==> src/hw/rtl/assert_macros.svh <==
// Assertion macros of the unpad gather address generator RTL, used by the top level.
`ifndef ASSERT_MACROS_SVH
`define ASSERT_MACROS_SVH

// Concurrent check on a clock, switched off while the active-low reset is asserted.
`define UGA_ASSERT(label, clk, rstn, prop, msg) \
    label: assert property (@(posedge clk) disable iff (!rstn) prop) else $error(msg);

// Concurrent check on a clock that also holds while reset is asserted.
`define UGA_ASSERT_ALWAYS(label, clk, prop, msg) \
    label: assert property (@(posedge clk) prop) else $error(msg);

`endif

==> src/hw/rtl/uga_pkg.sv <==
// Shared widths, stage map, codes and types of the unpad gather address generator.
`default_nettype none

package uga_pkg;

    // Field widths.
    localparam int ADDR_BITS      = 31;
    localparam int DIM_BITS       = 12;
    localparam int BATCH_BITS     = 10;
    localparam int ELEM_BITS      = 24;
    localparam int MODE_BITS      = 2;
    localparam int CFG_INDEX_BITS = 2;

    // Derived arithmetic widths.
    localparam int PLANE_BITS  = 2 * DIM_BITS;
    localparam int STRIDE_BITS = 3 * DIM_BITS;
    localparam int COUNT_BITS  = 3 * DIM_BITS;
    localparam int DIV_BITS    = (ELEM_BITS > PLANE_BITS) ? ELEM_BITS : PLANE_BITS;
    localparam int CMP_BITS    = (ELEM_BITS > COUNT_BITS) ? ELEM_BITS : COUNT_BITS;
    localparam int T0_BITS     = BATCH_BITS + STRIDE_BITS;
    localparam int T1_BITS     = DIV_BITS + PLANE_BITS;
    localparam int T2_BITS     = DIV_BITS + DIM_BITS;
    localparam int SAT_BITS    = ADDR_BITS + 1;
    localparam int SUM2_BITS   = ADDR_BITS + 2;
    localparam int SUM4_BITS   = ADDR_BITS + 3;
    localparam int DST_BITS    = ((ADDR_BITS > ELEM_BITS) ? ADDR_BITS : ELEM_BITS) + 1;
    localparam int PROD_A      = (T0_BITS > T1_BITS) ? T0_BITS : T1_BITS;
    localparam int PROD_B      = (T2_BITS > SAT_BITS) ? T2_BITS : SAT_BITS;
    localparam int PROD_C      = (PROD_A > PROD_B) ? PROD_A : PROD_B;
    localparam int PROD_BITS   = (PROD_C > DIV_BITS) ? PROD_C : DIV_BITS;

    // Stage map of the main pipeline (register stage indices).
    localparam int DIV_STAGES    = DIV_BITS;
    localparam int ST_IN         = 0;
    localparam int ST_PREP       = 1;
    localparam int ST_CNT        = 2;
    localparam int ST_CHK        = 3;
    localparam int ST_DIVA_LAST  = ST_PREP + DIV_STAGES;
    localparam int ST_DIVB_FIRST = ST_DIVA_LAST + 1;
    localparam int ST_DIVB_LAST  = ST_DIVA_LAST + DIV_STAGES;
    localparam int ST_MUL        = ST_DIVB_LAST + 1;
    localparam int ST_SUM        = ST_MUL + 1;
    localparam int PIPE_STAGES   = ST_SUM + 1;

    // Operating modes.
    typedef enum logic [MODE_BITS-1:0] {
        MODE_2D    = 2'd0,
        MODE_3D    = 2'd1,
        MODE_T0213 = 2'd2
    } mode_t;

    // Configuration register indexes.
    typedef enum logic [CFG_INDEX_BITS-1:0] {
        CFG_MODE             = 2'd0,
        CFG_PADDED_DIM_ONE   = 2'd1,
        CFG_PADDED_DIM_TWO   = 2'd2,
        CFG_PADDED_DIM_THREE = 2'd3
    } cfg_index_t;

    localparam logic [MODE_BITS-1:0] MODE_RESET = MODE_3D;
    localparam logic [DIM_BITS-1:0]  DIM_RESET  = DIM_BITS'(1);

    // Per-item data that rides along the divider stages.
    typedef struct packed {
        logic [BATCH_BITS-1:0] n;
        logic [ADDR_BITS-1:0]  dst;
        logic [DIM_BITS-1:0]   c;
        logic                  ok;
    } side_t;

    // First quotient and remainder, carried beside the second divider.
    typedef struct packed {
        logic [DIV_BITS-1:0] q;
        logic [DIV_BITS-1:0] r;
    } quo_rem_t;

    // One result beat.
    typedef struct packed {
        logic [ADDR_BITS-1:0] src;
        logic [ADDR_BITS-1:0] dst;
        logic                 in_range;
    } out_t;

    // Clamp a term at 2^ADDR_BITS; sums of clamped terms overflow exactly when
    // the exact sums do.
    function automatic logic [SAT_BITS-1:0] sat_term(input logic [PROD_BITS-1:0] v);
        logic [SAT_BITS-1:0] res;
        if (v >= (PROD_BITS'(1) << ADDR_BITS)) begin
            res = SAT_BITS'(1) << ADDR_BITS;
        end else begin
            res = v[SAT_BITS-1:0];
        end
        return res;
    endfunction

endpackage

`default_nettype wire

==> src/hw/rtl/uga_div_pipe.sv <==
// Pipelined restoring divider, one quotient bit per register stage.
`default_nettype none

module uga_div_pipe (
    input  logic                         aclk,
    input  logic                         en,
    input  logic [uga_pkg::DIV_BITS-1:0] dividend,
    input  logic [uga_pkg::DIV_BITS-1:0] divisor,
    output logic [uga_pkg::DIV_BITS-1:0] quotient,
    output logic [uga_pkg::DIV_BITS-1:0] remainder
);

    localparam int N = uga_pkg::DIV_BITS;

    logic [N-1:0] rem_reg [0:N-1];
    logic [N-1:0] quo_reg [0:N-1];
    logic [N-1:0] dvd_reg [0:N-1];
    logic [N-1:0] dsr_reg [0:N-1];
    logic [N-1:0] rem_next [0:N-1];
    logic [N-1:0] quo_next [0:N-1];
    logic [N-1:0] dvd_next [0:N-1];
    logic [N-1:0] dsr_next [0:N-1];

    // Each stage shifts in the next dividend bit and subtracts the divisor
    // when the partial remainder allows it.
    always_comb begin
        logic [N-1:0] rem_p;
        logic [N-1:0] quo_p;
        logic [N-1:0] dvd_p;
        logic [N-1:0] dsr_p;
        logic [N:0]   trial;
        logic [N:0]   diff;
        logic         ge;
        for (int k = 0; k < N; k++) begin
            if (k == 0) begin
                rem_p = '0;
                quo_p = '0;
                dvd_p = dividend;
                dsr_p = divisor;
            end else begin
                rem_p = rem_reg[k-1];
                quo_p = quo_reg[k-1];
                dvd_p = dvd_reg[k-1];
                dsr_p = dsr_reg[k-1];
            end
            trial = {rem_p, dvd_p[N-1]};
            diff  = trial - {1'b0, dsr_p};
            ge    = (trial >= {1'b0, dsr_p});
            rem_next[k] = ge ? diff[N-1:0] : trial[N-1:0];
            quo_next[k] = {quo_p[N-2:0], ge};
            dvd_next[k] = {dvd_p[N-2:0], 1'b0};
            dsr_next[k] = dsr_p;
        end
    end

    // All stages move together with the pipeline advance.
    always_ff @(posedge aclk) begin
        if (en) begin
            for (int k = 0; k < N; k++) begin
                rem_reg[k] <= rem_next[k];
                quo_reg[k] <= quo_next[k];
                dvd_reg[k] <= dvd_next[k];
                dsr_reg[k] <= dsr_next[k];
            end
        end
    end

    assign quotient  = quo_reg[N-1];
    assign remainder = rem_reg[N-1];

endmodule

`default_nettype wire

==> config.mk <==
export PLATFORM = sky130hd
export DESIGN_NAME = uga_div_pipe
export DESIGN_NICKNAME = d
export VERILOG_FILES = /design/src/hw/rtl/assert_macros.svh /design/src/hw/rtl/uga_pkg.sv /design/src/hw/rtl/uga_div_pipe.sv
export SDC_FILE = /design/constraint.sdc
export NUM_CORES = 2
export LEC_CHECK = 0
export ABC_AREA = 1
export BUFFER_PORTS_ARGS = -buffer_cell sky130_fd_sc_hd__clkbuf_2
export CAP_MARGIN = 15
export CORE_ASPECT_RATIO = 1.5
export CORE_MARGIN = 8
export CORE_UTILIZATION = 47
export CTS_CLUSTER_DIAMETER = 40
export CTS_CLUSTER_SIZE = 12
export DETAILED_ROUTE_END_ITERATION = 12
export GPL_TIMING_DRIVEN = 0
export PLACE_DENSITY = 0.61
export SETUP_SLACK_MARGIN = 0.02
export SLEW_MARGIN = 25
export SYNTH_ARGS = -nofsm -noshare
export SYNTH_HDL_FRONTEND = slang
export SYNTH_SLANG_ARGS = --single-unit
==> constraint.sdc <==
create_clock -name aclk -period 2.7 [get_ports aclk]
set_input_delay 0 -clock aclk [delete_from_list [all_inputs] [get_ports aclk]]
set_output_delay 0 -clock aclk [all_outputs]
set_load 0.03 [all_outputs]
==> reports/metrics.csv <==
stage;metric;value;unit
run_status;status;finished clean;
global_routing;grt_max_degree;98;
floorplanning;num_rows;212;
worst_setup_path;start_kind;flip-flop;
timing;finalSetupTns;0;ns
timing;finClkSkew;0.0442;ns
global_routing;grtUsageTotal;25.2;%
clock_network;cts_tree;done;
power_and_ir_drop;powerDensity;1110;mW/mm^2
floorplanning;start_util;47.3;%
drt;dr.pass1.iters;6;
floorplanning;core_area;0.222;sq mm
timing;layout_min_cycle_time;2.61;ns
timing;rsz0062_at_grt;no;
worst_setup_path;r2r-start;dsr_reg[1][116];
global_routing;antenna_found_initial;1;
placement;portBuffers;97;
worst_setup_path;cp.required;3.34;ns
drt;drc;0;
worst_setup_path;reg2reg_slack;0.09;ns
synth;synthCells;12916;
global_routing;grt_pass1_vias;81726;
timing;finalHoldViolCount;0;
cells_and_area;fillerInstances;20754;
drt;wl_per_cell;18.9;um
timing;slew_violations;0;
cells_and_area;postLayoutCellArea;0.119;sq mm
drt;via_per_inst;5.05;
power_and_ir_drop;power_leakage;59.9;nW
synth;ys.warnings.count;0;
cells_and_area;syn_to_final_growth;13.3;%
synth;synth_cell_types;38;
timing;slew_headroom;50.1;%
clock_network;cts_root_buffer;clkbuf_16;
clock_network;cts_buffers;217;
worst_setup_path;worstReg2RegEnd;rem_reg[1][141];
synth;syn_nets;13543;
timing;fmax;384;MHz
clock_network;clkTransAtPathRegs;0.06;ns
power_and_ir_drop;p_total;0.132;W
timing;finalSetupViolations;0;
timing;post-route-period-util;96.5;%
synth;synth-seq-area-share;48.8;%
min_path;hold_path.class;input pin to flip-flop;
synth;synth_area;0.105;sq mm
global_routing;grt-ovfl-total;0;
min_path;hold_depth;4;
floorplanning;io_pins;98;
floorplanning;chipHeight;595;um
cells_and_area;drive_gt1_share;7.60;%
global_routing;grt_pass1_wl;470;mm
clock_network;clock_latency;0.86;ns
worst_setup_path;crit_fanout;10;
drt;drt_wl_total;312;mm
drt;initialDrtViolationCount;5424;
placement;place_inst;15921;
clock_network;cts.sinks;1704;
synth;synthFlopType;edfxtp_1;
clock_network;h-tree-depth;4;
placement;dpl.hpwl;250;mm
synth;synth_edf_count;1704;
placement;place.gp.congestion;0.946;
synth;ys_ff_latch;1704;
synth;synthArstFlopShare;0;%
floorplanning;die_x;402;um
worst_setup_path;reg2regPathDepth;11;
drt;num_vias;83239;
placement;placed_area;0.110;sq mm
drt;ant_nets;0;
clock_network;cts_buffer_depth;4;
cells_and_area;largest_reg_flops;576;
cells_and_area;finalNonFillerCells;16484;
worst_setup_path;path_class;flip-flop to flip-flop;
power_and_ir_drop;ir_drop;0.596;mV
timing;worst_pin_slew;0.746;ns
run;max_cap_viol_count;0;
min_path;holdPathEnd;rem_reg[0][2];
worst_setup_path;cp-end-kind;flip-flop;
cells_and_area;final_nets;14095;
floorplanning;die_area;0.239;sq mm
timing;holdWs;0.175;ns
min_path;hp-start;divisor[2];
synth;syn_area_per_cell;8.12;sq um
worst_setup_path;cp.arrival;3.25;ns
==> final cells by class <==
| class | count | area (sq um) | area share [%] |
|---|---|---|---|
| sequential | 1704 | 51200 | 43.0 |
| multi-input combinational | 8330 | 42800 | 36.0 |
| inverter | 2669 | 10000 | 8.43 |
| clock buffer | 238 | 5570 | 4.69 |
| tap | 2889 | 3610 | 3.04 |
| timing repair buffer | 333 | 3040 | 2.56 |
| buffer | 213 | 1460 | 1.23 |
| clock inverter | 105 | 1210 | 1.01 |
| antenna | 3 | 7.51 | 0.00631 |
==> what timing repair did <==
action,in CTS,in global routing
pin swaps,8,31
cloned,0,2
hold endpoints to repair,127,0
endpoints found under the setup margin,275,572
setup buffers,41,71
hold buffers,103,0
gates resized for setup,35,105
==> worst max-delay path, stage by stage (launching register included) <==
cell and delay [ns]:
edfxtp_1 0.48, inv_1 0.08, ha_2 0.39, nand2_1 0.12
nor2_2 0.21, inv_2 0.06, nor3_4 0.21, nand3_4 0.18
nand3_4 0.20, buf_6 0.19, nand2_1 0.07, nand2_1 0.18
==> worst max path at each step <==
stage,from,endpoint,slack [ns],cells past startpoint
after CTS,dsr_reg[0][116],rem_reg[0][120],0.02,10
after detailed placement,en,quo_reg[2][127],-0.93,7
after floorplan,dsr_reg[2][48],rem_reg[2][88],0.65,10
after global routing,dsr_reg[0][65],rem_reg[0][91],0.0004,12
final,dsr_reg[1][116],rem_reg[1][141],0.09,11
after global placement,en,rem_reg[2][18],-27.29,1
==> metal layers <==
metal / GRT usage [%] / vias to the layer above / share of wire, %
met4: 11.2 / 0 / 5.1
met3: 2.35 / 654 / 3.2
met2: 48.6 / 1877 / 53
met5: 0 / - / 0
li1: - / 42228 / -
met1: 28.0 / 38480 / 39
==> metrics by stage <==
stage / worst slack, ns / utilization [%]
floorplan: 0.649 / -
global placement: -27.29 / 49.1
detailed placement: -0.933 / 49.3
CTS: 0.0202 / 53.1
global route: 0.000440 / 53.6
finish: 0.0936 / 53.6
==> report_power, final <==
part	total [W]	internal [W]	leakage [nW]	switching [W]
clock	0.0276	0.0163	3.28	0.0113
combinational	0.0622	0.0204	39.9	0.0418
sequential	0.0419	0.0374	16.7	0.00457
total	0.132	0.0741	59.9	0.0577
==> cells in the mapped netlist (12+ instances only) <==
cell type,instances,area (sq um)
xnor2_1,27,236
nand2_1,5013,18800
ha_1,554,6930
nor2_2,51,319
nand4_1,688,4300
a21oi_1,232,1160
buf_4,24,180
edfxtp_1,1704,51200
nor3_1,48,240
xor2_1,214,1870
nand3b_1,36,270
nand3_4,27,473
nand3_2,29,290
inv_2,25,93.8
a21oi_4,23,374
nand4_2,13,163
nor3_2,27,270
nand3_1,581,2910
nor2_1,665,2500
clkbuf_1,34,128
inv_1,2644,9920
nor3_4,17,277
buf_2,103,515
buf_6,44,495
nand2_2,12,75.1
fa_1,23,460
o21a_1,23,173
==> layout by cell type, fill, tap and decap left out, types with 24 or more instances in the layout <==
master,netlist,layout
clkbuf_2,0,112
clkbuf_16,0,222
nor3_4,17,29
nor2_1,665,659
buf_4,24,135
xor2_1,214,214
nor3_1,48,36
inv_2,25,28
nand2_1,5013,5003
nor3_2,27,27
nor2_2,51,54
inv_1,2644,2641
xnor2_1,27,27
dlygate4sd3_1,0,98
ha_1,554,542
buf_6,44,44
nand3b_1,36,36
clkbuf_1,34,31
buf_2,103,107
nand3_1,581,570
nand4_1,688,688
nand3_4,27,46
buf_16,0,24
a21oi_1,232,232
edfxtp_1,1704,1704
==> cells by family after synthesis <==
| kind of cell | after synthesis | share of synthesized area [%] |
|---|---|---|
| fa+ha+maj | 577 | 7.05 |
| flops | 1704 | 48.8 |
| simple gates | 7227 | 29.6 |
| xor+xnor | 241 | 2.01 |
| buf+inv | 2882 | 10.9 |
| compound gates | 285 | 1.67 |
Note: power is estimated with default switching activity, not from simulation.
